File: src/edist_pkg.sv
// ----------------------------------------------------------------------------
// edist_pkg
// Shared types and constants of the Euclidean distance block.
// ----------------------------------------------------------------------------
package edist_pkg;

	// Data widths
	localparam int COORD_BITS = 24;
	localparam int MAX_DIM    = 256;
	localparam int LEN_BITS   = 9;
	localparam int SQ_BITS    = 2 * COORD_BITS;
	localparam int SUM_BITS   = 58;
	localparam int DIST_BITS  = SUM_BITS / 2;
	localparam int REM_BITS   = DIST_BITS + 2;
	localparam int STEP_BITS  = $clog2(DIST_BITS);

	// Sum queue between accumulator and root unit
	localparam int Q_DEPTH    = 4;
	localparam int Q_PTR_BITS = $clog2(Q_DEPTH);
	localparam int Q_LVL_BITS = Q_PTR_BITS + 1;

	// Finished sum handed to the queue
	typedef struct packed {
		logic                push;
		logic [SUM_BITS-1:0] sum;
	} q_push_t;

	// Queue status seen by both sides
	typedef struct packed {
		logic                  empty;
		logic [Q_LVL_BITS-1:0] level;
	} q_stat_t;

	// Root unit states
	typedef enum logic [2:0] {
		S_IDLE = 3'b001,
		S_CALC = 3'b010,
		S_OUT  = 3'b100
	} back_state_t;

endpackage

File: src/edist_in_if.sv
// ----------------------------------------------------------------------------
// edist_in_if
// Coordinate pair channel: valid/ready with two signed Q8.16 elements.
// ----------------------------------------------------------------------------
interface edist_in_if;
	logic                                      valid;
	logic                                      ready;
	logic signed [edist_pkg::COORD_BITS-1:0]   coord_a;
	logic signed [edist_pkg::COORD_BITS-1:0]   coord_b;

	modport source(output valid, coord_a, coord_b, input ready);
	modport sink(input valid, coord_a, coord_b, output ready);
endinterface

File: src/edist_cfg_if.sv
// ----------------------------------------------------------------------------
// edist_cfg_if
// Configuration write channel carrying the vector length.
// ----------------------------------------------------------------------------
interface edist_cfg_if;
	logic                              valid;
	logic                              ready;
	logic [edist_pkg::LEN_BITS-1:0]    vector_length;

	modport source(output valid, vector_length, input ready);
	modport sink(input valid, vector_length, output ready);
endinterface

File: src/edist_out_if.sv
// ----------------------------------------------------------------------------
// edist_out_if
// Result channel: valid/ready with an unsigned Q13.16 distance.
// ----------------------------------------------------------------------------
interface edist_out_if;
	logic                              valid;
	logic                              ready;
	logic [edist_pkg::DIST_BITS-1:0]   distance;

	modport source(output valid, distance, input ready);
	modport sink(input valid, distance, output ready);
endinterface

File: src/edist_front.sv
// ----------------------------------------------------------------------------
// edist_front
// Takes coordinate pairs, squares the difference and accumulates it; pushes
// the finished sum of each vector into the queue.
// ----------------------------------------------------------------------------
module edist_front (
	input  logic                 clk,
	input  logic                 arst_n,
	edist_in_if.sink             pairs,
	edist_cfg_if.sink            cfg,
	input  edist_pkg::q_stat_t   stat,
	output edist_pkg::q_push_t   push
);

	localparam int CW = edist_pkg::COORD_BITS;
	localparam int LW = edist_pkg::LEN_BITS;
	localparam int QL = edist_pkg::Q_LVL_BITS;

	logic [LW-1:0]                   len_q;
	logic [LW-1:0]                   cnt_q;
	logic [LW-1:0]                   len_eff;
	logic                            accept;
	logic                            last;
	logic signed [CW:0]              diff;
	logic [CW:0]                     mag_full;
	logic [QL:0]                     pending;

	logic                            vld_s1;
	logic                            last_s1;
	logic [CW-1:0]                   mag_s1;
	logic                            vld_s2;
	logic                            last_s2;
	logic [edist_pkg::SQ_BITS-1:0]   sq_s2;
	logic [edist_pkg::SUM_BITS-1:0]  sum_q;
	logic [edist_pkg::SUM_BITS-1:0]  total;

	// Configuration register; the user must write it only while idle, the block itself does not enforce it
	assign cfg.ready = 1'b1;

	always_ff @(posedge clk or negedge arst_n) begin
		if (!arst_n) begin
			len_q <= LW'(1);
		end else if (cfg.valid) begin
			len_q <= cfg.vector_length;
		end
	end

	// Clamp length to 1..MAX_DIM
	always_comb begin
		if (len_q == '0) begin
			len_eff = LW'(1);
		end else if (len_q > LW'(edist_pkg::MAX_DIM)) begin
			len_eff = LW'(edist_pkg::MAX_DIM);
		end else begin
			len_eff = len_q;
		end
	end

	// Only take a pair if every completion in flight still finds a queue slot
	assign pending = (QL+1)'(stat.level) + (QL+1)'(vld_s1 & last_s1)
		+ (QL+1)'(vld_s2 & last_s2);
	assign pairs.ready = (pending < (QL+1)'(edist_pkg::Q_DEPTH));
	assign accept      = pairs.valid & pairs.ready;
	assign last        = ({1'b0, cnt_q} + (LW+1)'(1)) >= {1'b0, len_eff};

	// Element counter
	always_ff @(posedge clk or negedge arst_n) begin
		if (!arst_n) begin
			cnt_q <= '0;
		end else if (accept) begin
			cnt_q <= last ? '0 : cnt_q + LW'(1);
		end
	end

	// Stage 1: magnitude of the difference
	assign diff     = {pairs.coord_a[CW-1], pairs.coord_a} - {pairs.coord_b[CW-1], pairs.coord_b};
	assign mag_full = diff[CW] ? (~diff + (CW+1)'(1)) : diff;

	always_ff @(posedge clk or negedge arst_n) begin
		if (!arst_n) begin
			vld_s1  <= 1'b0;
			last_s1 <= 1'b0;
		end else begin
			vld_s1  <= accept;
			last_s1 <= last;
		end
	end

	always_ff @(posedge clk) begin
		if (accept) begin
			mag_s1 <= mag_full[CW-1:0];
		end
	end

	// Stage 2: square
	always_ff @(posedge clk or negedge arst_n) begin
		if (!arst_n) begin
			vld_s2  <= 1'b0;
			last_s2 <= 1'b0;
		end else begin
			vld_s2  <= vld_s1;
			last_s2 <= last_s1;
		end
	end

	always_ff @(posedge clk) begin
		if (vld_s1) begin
			sq_s2 <= mag_s1 * mag_s1;
		end
	end

	// Stage 3: accumulate, hand finished sum to the queue
	assign total = sum_q + {{(edist_pkg::SUM_BITS-edist_pkg::SQ_BITS){1'b0}}, sq_s2};

	always_ff @(posedge clk or negedge arst_n) begin
		if (!arst_n) begin
			sum_q <= '0;
		end else if (vld_s2) begin
			sum_q <= last_s2 ? '0 : total;
		end
	end

	assign push.push = vld_s2 & last_s2;
	assign push.sum  = total;

`ifndef SYNTH
	// Counter stays below MAX_DIM
	a_cnt_range: assert property (@(posedge clk) disable iff (!arst_n)
		cnt_q < LW'(edist_pkg::MAX_DIM))
		else $error("element counter out of range");
`endif

endmodule

File: src/edist_queue.sv
// ----------------------------------------------------------------------------
// edist_queue
// Short FIFO of finished sums between accumulator and root unit.
// ----------------------------------------------------------------------------
module edist_queue (
	input  logic                                clk,
	input  logic                                arst_n,
	input  edist_pkg::q_push_t                  push,
	input  logic                                pop,
	output logic [edist_pkg::SUM_BITS-1:0]      rd_sum,
	output edist_pkg::q_stat_t                  stat
);

	localparam int PW = edist_pkg::Q_PTR_BITS;
	localparam int QL = edist_pkg::Q_LVL_BITS;

	logic [edist_pkg::SUM_BITS-1:0] mem_q [edist_pkg::Q_DEPTH];
	logic [PW-1:0]                  wr_q;
	logic [PW-1:0]                  rd_q;
	logic [QL-1:0]                  level_q;

	// Entry storage
	always_ff @(posedge clk) begin
		if (push.push) begin
			mem_q[wr_q] <= push.sum;
		end
	end

	// Pointers and fill level
	always_ff @(posedge clk or negedge arst_n) begin
		if (!arst_n) begin
			wr_q    <= '0;
			rd_q    <= '0;
			level_q <= '0;
		end else begin
			if (push.push) begin
				wr_q <= wr_q + PW'(1);
			end
			if (pop) begin
				rd_q <= rd_q + PW'(1);
			end
			if (push.push && !pop) begin
				level_q <= level_q + QL'(1);
			end else if (!push.push && pop) begin
				level_q <= level_q - QL'(1);
			end
		end
	end

	assign rd_sum     = mem_q[rd_q];
	assign stat.empty = (level_q == '0);
	assign stat.level = level_q;

`ifndef SYNTH
	a_no_overflow: assert property (@(posedge clk) disable iff (!arst_n)
		push.push |-> (level_q < QL'(edist_pkg::Q_DEPTH)))
		else $error("push into full sum queue");

	a_no_underflow: assert property (@(posedge clk) disable iff (!arst_n)
		pop |-> (level_q != '0))
		else $error("pop from empty sum queue");
`endif

endmodule

File: src/edist_back.sv
// ----------------------------------------------------------------------------
// edist_back
// Integer square root of a queued sum, one result bit per cycle, and the
// output register.
// ----------------------------------------------------------------------------
module edist_back (
	input  logic                                clk,
	input  logic                                arst_n,
	input  edist_pkg::q_stat_t                  stat,
	input  logic [edist_pkg::SUM_BITS-1:0]      rd_sum,
	output logic                                pop,
	edist_out_if.source                         result
);

	localparam int SW = edist_pkg::SUM_BITS;
	localparam int DW = edist_pkg::DIST_BITS;
	localparam int RW = edist_pkg::REM_BITS;
	localparam int TW = RW + 2;
	localparam int NW = edist_pkg::STEP_BITS;

	edist_pkg::back_state_t state_q;
	logic [SW-1:0]          x_q;
	logic [RW-1:0]          rem_q;
	logic [DW-1:0]          root_q;
	logic [NW-1:0]          step_q;
	logic                   out_vld_q;
	logic [DW-1:0]          dist_q;
	logic [TW-1:0]          cur;
	logic [TW-1:0]          trial;
	logic                   fits;
	logic                   out_free;

	// One restoring step: bring down two bits, try (4*root + 1)
	assign cur      = {rem_q, x_q[SW-1 -: 2]};
	assign trial    = {{(TW-DW-2){1'b0}}, root_q, 2'b01};
	assign fits     = (cur >= trial);
	assign out_free = !out_vld_q || result.ready;
	assign pop      = (state_q == edist_pkg::S_IDLE) && !stat.empty;

	// Sequencer
	always_ff @(posedge clk or negedge arst_n) begin
		if (!arst_n) begin
			state_q <= edist_pkg::S_IDLE;
			step_q  <= '0;
		end else begin
			case (state_q)
				edist_pkg::S_IDLE: begin
					if (!stat.empty) begin
						state_q <= edist_pkg::S_CALC;
						step_q  <= NW'(DW - 1);
					end
				end
				edist_pkg::S_CALC: begin
					step_q <= step_q - NW'(1);
					if (step_q == '0) begin
						state_q <= edist_pkg::S_OUT;
					end
				end
				edist_pkg::S_OUT: begin
					if (out_free) begin
						state_q <= edist_pkg::S_IDLE;
					end
				end
				default: begin
					state_q <= edist_pkg::S_IDLE;
				end
			endcase
		end
	end

	// Root datapath
	always_ff @(posedge clk) begin
		if (pop) begin
			x_q    <= rd_sum;
			rem_q  <= '0;
			root_q <= '0;
		end else if (state_q == edist_pkg::S_CALC) begin
			x_q <= {x_q[SW-3:0], 2'b00};
			if (fits) begin
				rem_q  <= RW'(cur - trial);
				root_q <= {root_q[DW-2:0], 1'b1};
			end else begin
				rem_q  <= cur[RW-1:0];
				root_q <= {root_q[DW-2:0], 1'b0};
			end
		end
	end

	// Output register
	always_ff @(posedge clk or negedge arst_n) begin
		if (!arst_n) begin
			out_vld_q <= 1'b0;
		end else if (state_q == edist_pkg::S_OUT && out_free) begin
			out_vld_q <= 1'b1;
		end else if (result.ready) begin
			out_vld_q <= 1'b0;
		end
	end

	always_ff @(posedge clk) begin
		if (state_q == edist_pkg::S_OUT && out_free) begin
			dist_q <= root_q;
		end
	end

	assign result.valid    = out_vld_q;
	assign result.distance = dist_q;

`ifndef SYNTH
	a_step_count: assert property (@(posedge clk) disable iff (!arst_n)
		(state_q == edist_pkg::S_CALC && step_q != '0)
		|=> (state_q == edist_pkg::S_CALC && step_q == $past(step_q) - NW'(1)))
		else $error("root step counter skipped");

	a_calc_to_out: assert property (@(posedge clk) disable iff (!arst_n)
		(state_q == edist_pkg::S_CALC && step_q == '0) |=> (state_q == edist_pkg::S_OUT))
		else $error("root unit missed its last step");
`endif

endmodule

File: src/euclidean_distance.sv
// ----------------------------------------------------------------------------
// euclidean_distance
// Streaming Euclidean distance of two vectors given one pair per transfer.
//
// Channels: pairs takes one coord_a/coord_b pair (signed Q8.16) per transfer;
// cfg writes vector_length (1..256, 0 acts as 1, larger acts as 256); result
// gives one unsigned Q13.16 distance per completed vector.
// Pairs are taken at one per cycle while pairs.ready is high. Each pair runs
// through a difference stage, a 24x24 multiply stage and the 58-bit
// accumulator. The sum of a finished vector enters a four-entry queue; the
// root unit loads it, retires one result bit per cycle in S_CALC, passes the
// root through S_OUT into the output register that drives result.valid, and
// takes the next sum only once back in S_IDLE. Long vectors stream without a
// gap; short ones are limited by the root unit once the queue fills.
// A result waits in the output register while result.ready is low; the
// root unit finishes its current root and waits in S_OUT, the accumulator
// keeps working until the queue would be full, then pairs.ready drops.
// Reset clears the sum, the element count and the queue, and sets the
// vector length to 1.
// ----------------------------------------------------------------------------
module euclidean_distance (
	input  logic          clk,
	input  logic          arst_n,
	edist_in_if.sink      pairs,
	edist_cfg_if.sink     cfg,
	edist_out_if.source   result
);

	edist_pkg::q_push_t                  push;
	edist_pkg::q_stat_t                  stat;
	logic                                pop;
	logic [edist_pkg::SUM_BITS-1:0]      rd_sum;

	// Accumulator side
	edist_front u_front (
		.clk    (clk),
		.arst_n (arst_n),
		.pairs  (pairs),
		.cfg    (cfg),
		.stat   (stat),
		.push   (push)
	);

	// Sum queue
	edist_queue u_queue (
		.clk    (clk),
		.arst_n (arst_n),
		.push   (push),
		.pop    (pop),
		.rd_sum (rd_sum),
		.stat   (stat)
	);

	// Root side
	edist_back u_back (
		.clk    (clk),
		.arst_n (arst_n),
		.stat   (stat),
		.rd_sum (rd_sum),
		.pop    (pop),
		.result (result)
	);

endmodule

File: src/flat_wrapper.sv
// flat-port wrapper written by rule: the top's interface ports become plain ports
module euclidean_distance_flat 
  (clk, arst_n, pairs_valid, pairs_coord_a, pairs_coord_b, pairs_ready, cfg_valid, cfg_vector_length, cfg_ready, result_valid, result_distance, result_ready);
  edist_in_if pairs_i ();
  edist_cfg_if cfg_i ();
  edist_out_if result_i ();
  input  logic clk;
  input  logic arst_n;
  input wire logic [$bits(pairs_i.valid)-1:0] pairs_valid;
  input wire logic [$bits(pairs_i.coord_a)-1:0] pairs_coord_a;
  input wire logic [$bits(pairs_i.coord_b)-1:0] pairs_coord_b;
  output wire logic [$bits(pairs_i.ready)-1:0] pairs_ready;
  input wire logic [$bits(cfg_i.valid)-1:0] cfg_valid;
  input wire logic [$bits(cfg_i.vector_length)-1:0] cfg_vector_length;
  output wire logic [$bits(cfg_i.ready)-1:0] cfg_ready;
  output wire logic [$bits(result_i.valid)-1:0] result_valid;
  output wire logic [$bits(result_i.distance)-1:0] result_distance;
  input wire logic [$bits(result_i.ready)-1:0] result_ready;
  assign pairs_i.valid = pairs_valid;
  assign pairs_i.coord_a = pairs_coord_a;
  assign pairs_i.coord_b = pairs_coord_b;
  assign pairs_ready = pairs_i.ready;
  assign cfg_i.valid = cfg_valid;
  assign cfg_i.vector_length = cfg_vector_length;
  assign cfg_ready = cfg_i.ready;
  assign result_valid = result_i.valid;
  assign result_distance = result_i.distance;
  assign result_i.ready = result_ready;
  euclidean_distance u_core (.clk(clk), .arst_n(arst_n), .pairs(pairs_i), .cfg(cfg_i), .result(result_i));
endmodule
File: config.mk
export PLATFORM = sky130hd
export DESIGN_NAME = euclidean_distance_flat
export DESIGN_NICKNAME = d
export VERILOG_FILES = /design/src/edist_pkg.sv /design/src/edist_in_if.sv /design/src/edist_cfg_if.sv /design/src/edist_out_if.sv /design/src/edist_front.sv /design/src/edist_queue.sv /design/src/edist_back.sv /design/src/euclidean_distance.sv /design/src/flat_wrapper.sv
export SDC_FILE = /design/constraint.sdc
export NUM_CORES = 2
export LEC_CHECK = 0
export ABC_AREA = 1
export BUFFER_PORTS_ARGS = -buffer_cell sky130_fd_sc_hd__buf_2
export CORE_ASPECT_RATIO = 0.9
export CORE_MARGIN = 3
export CORE_UTILIZATION = 40
export CTS_CLUSTER_SIZE = 14
export DETAILED_ROUTE_END_ITERATION = 12
export GPL_TIMING_DRIVEN = 0
export HOLD_SLACK_MARGIN = 0.03
export SLEW_MARGIN = 20
export SYNTH_ARGS = -nofsm -noshare
export SYNTH_HDL_FRONTEND = slang
export SYNTH_HIERARCHICAL = 1
export SYNTH_SLANG_ARGS = --single-unit
File: constraint.sdc
create_clock -name clk -period 6.5 [get_ports clk]
set_clock_uncertainty 0.1 [all_clocks]
set_input_delay 0.975 -clock clk [delete_from_list [all_inputs] [get_ports clk]]
set_output_delay 0.975 -clock clk [all_outputs]
set_load 0.05 [all_outputs]
==> results.cfg <==
[status]
status = finished, violations left
violations = negative setup slack

[critical_path]
rrSetupSlack_ns = -0.17
r2r_cells = 30
start_kind = flop
worstPathRequired_ns = 6.80
cp_max_fo = 4
path_class = reg2reg
end_kind = flop
reg2reg_from = u_core/u_front/mag_s1[5]$_DFFE_PP_
cp_common_cell = fa_1
critPathSlowestCell = fa_1
startpoint = u_core/u_front/mag_s1[5]$_DFFE_PP_
rr_endpoint = u_core/u_front/sq_s2[43]$_DFFE_PP_
max_stage_delay_ns = 0.56
worstPathArrival_ns = 6.96

[sta]
min_period_ns = 6.67
setup_viol = 14
finalHoldViolCount = 0
worstMarginPinSlew_ns = 1.02
rsz0062_at_grt = true
hold-worst-slack_ns = 0.137
fin_ws_ns = -0.165
fin_crit_sh_pct = 103
slew-limit-headroom_pct = 32.0
drv_slew = 0
max_freq_ghz = 0.150

[grt]
gr-usage-met3_pct = 2.99
antenna_found_initial = 0
grt_max_degree = 60
grt_overflow = 0
grt_use_met1_pct = 29.4
grt_pass1_wl_mm = 212
grt.busiest_layer = met2
track_usage_pct = 21.8
grt_pass1_vias = 38300
grtUsageMet2_pct = 36.5

[clocking]
cts_made_buffers = 61
cts.sinks = 546
clk_latency_ns = 0.68
cts_root_buf = clkbuf_16
cts_tree = yes
htreeDepth = 2
path_clk_slew_ns = 0.06
clk_path_buf_depth = 3

[placed_design]
numPortBuffers = 92
dp_hpwl_mm = 103
gp_congestion = 0.992
placed_cell_area_mm2 = 0.0502

[die]
fp.dieArea_mm2 = 0.123
die_width_um = 369
start_util_pct = 40.4
core_area_mm2 = 0.117
dieHeight_um = 333
fp-row-count = 119
io_pins = 94

[detailed_routing]
drtIter0Drc = 2570
num_vias = 37600
drtAntennaViolNets = 0
post-route-drc-count = 0
wl_per_cell_um = 17.8
dr.pass1.iters = 5
drt_wl_total_mm = 135
drt-vias-per-instance = 4.96

[finish]
fill_cells = 11100
nNetsFinal = 6745
final_cell_area_mm2 = 0.0561
area_delta_synth_final_pct = 18.1
final_layout_size_suffix_gt1_share_pct = 16.2

[logic_synthesis]
synthCells = 5606
syn_area_mm2 = 0.0475
yosysSeqAreaShare_pct = 32.2
yosys_warnings = 6
synth_nets = 6403
synth_cell_types = 66
avgSynthCellArea_um2 = 8.47
ys_ff_latch = 546

[min_path]
hold_path_class = in2async

[flow_run]
maxCapViolations = 0
-- repair_timing --
action | 4_1_cts | 5_1_grt
setup buffers | 146 | 32
pin swaps | 155 | 92
setup endpoints to repair | 35 | 30
hold buffers | 0 | 0
gates cloned | 1 | 1
gates resized for setup | 459 | 186
-- cells by family (layout without fill, tap and decap cells) --
| logic type | after synthesis | after routing | synth area share (%) |
|---|---|---|---|
| flip-flops | 546 | 546 | 32.2 |
| multiplexers | 7 | 7 | 0.166 |
| AO/OA/AOI/OAI | 576 | 576 | 8.02 |
| XOR/XNOR | 144 | 144 | 2.67 |
| other | 1 | 5 | 0.00789 |
| buffers and inverters | 1462 | 1857 | 12.1 |
| AND/OR/NAND/NOR | 2135 | 2135 | 18.5 |
| adder cells (fa/ha/maj) | 735 | 735 | 26.2 |
-- worst max path at each step --
stage                                         endpoint  slack [ns]
finish              u_core/u_front/sq_s2[43]$_DFFE_PP_       -0.17
global placement    u_core/u_front/sq_s2[43]$_DFFE_PP_       -1.54
detailed placement  u_core/u_front/sq_s2[43]$_DFFE_PP_       -1.55
floorplan           u_core/u_front/sq_s2[47]$_DFFE_PP_        0.04
CTS                 u_core/u_front/sq_s2[43]$_DFFE_PP_       -0.09
global route        u_core/u_front/sq_s2[45]$_DFFE_PP_       -0.31
-- layout by cell type, fill, tap and decap left out, types with 59 or more instances in the layout --
cell type  synthesis  final
inv_2              9     69
nand2_1         1505   1417
ha_1             300    270
inv_1           1307   1236
buf_4              4    147
clkbuf_16          0     72
o21ai_0          143    124
nor2_1           275    245
o211ai_1          59     59
xor2_1            86     80
fa_1             435    402
edfxtp_1         390    390
buf_2             24    115
nand3_1          169    160
a21oi_1          181    140
nand2_2           18     77
o211ai_2          60     60
dfxtp_1           60     60
dfrtp_1           94     93
-- per-layer routing --
layer | up-vias | routed length, µm
met2 | 1124 | 63100
met1 | 18200 | 58900
met5 | - | 0
met3 | 245 | 8460
met4 | 0 | 4510
li1 | 18100 | -
-- cell usage after synthesis (all sizes together) --
cell type / number / area (µm²)
nor3b: 1 / 12.5
dfrtp: 94 / 2350
a21o: 21 / 158
inv: 1317 / 4950
nand3: 177 / 926
nand4: 36 / 231
nand3b: 41 / 320
xnor2: 57 / 499
o31ai: 4 / 30.0
a31oi: 23 / 144
o221ai: 2 / 17.5
edfxtp: 390 / 11700
and2: 15 / 96.3
dfstp: 2 / 52.6
conb: 1 / 3.75
xor2: 87 / 769
clkbuf: 83 / 314
a22oi: 5 / 37.5
o21a: 18 / 135
o22ai: 2 / 12.5
nor3: 30 / 155
buf: 59 / 489
nand2: 1525 / 5780
clkinv: 3 / 11.3
and3: 6 / 37.5
mux2: 7 / 78.8
fa: 435 / 8710
or2: 3 / 18.8
ha: 300 / 3750
o21bai: 16 / 120
a31o: 1 / 8.76
a21oi: 185 / 948
a211oi: 1 / 7.51
o21ai: 152 / 768
nor2: 290 / 1130
a22o: 22 / 193
a21boi: 5 / 37.5
nor4: 11 / 83.8
o211ai: 119 / 1190
dfxtp: 60 / 1200
-- sequential cells by signal, indices dropped and copies added (netlist names), 9 cells and up --
name                           count
u_core/u_front/sq_s2              47
u_core/u_front/sum_q              58
u_core/u_back/x_q                 58
u_core/u_queue/mem_q             232
u_core/u_back/result.distance     29
u_core/u_front/cnt_q               9
u_core/u_front/mag_s1             24
u_core/u_back/root_q              29
u_core/u_back/rem_q               31
u_core/u_front/len_q               9
-- worst max-delay path: cells and delay by family, from the launching register on --
family,cells,cell delay (ns)
XOR/XNOR,1,0.08
buffers and inverters,11,1.00
flip-flops,1,0.46
adder cells (fa/ha/maj),8,3.90
AND/OR/NAND/NOR,7,0.56
AO/OA/AOI/OAI,3,0.25
-- metrics by stage --
step	setup slack [ns]	util, %	setup TNS [ns]	instances
6_report	-0.165	47.7	-1.18	7578
5_1_grt	-0.310	47.7	-3.96	7574
4_1_cts	-0.0934	47.0	-0.369	7542
3_5_place_dp	-1.55	42.7	-37.47	7280
3_3_place_gp	-1.54	42.5	-36.79	7271
2_1_floorplan	0.0405	-	0	5606
-- final cells by class --
| type | count | area [µm²] | area share, % |
|---|---|---|---|
| multi-input cells | 3598 | 28000 | 50.0 |
| flip-flops and latches | 546 | 15300 | 27.3 |
| inverters | 1320 | 4980 | 8.89 |
| repair buffers | 281 | 2260 | 4.03 |
| well taps | 1573 | 1970 | 3.51 |
| clock buffers | 70 | 1590 | 2.84 |
| plain buffers | 140 | 1390 | 2.47 |
| clock inverters | 46 | 539 | 0.961 |
| diodes | 4 | 10.0 | 0.0178 |
Power is not shown: default switching activity piles up to over one toggle a cycle in this logic, so the estimate is an artifact.
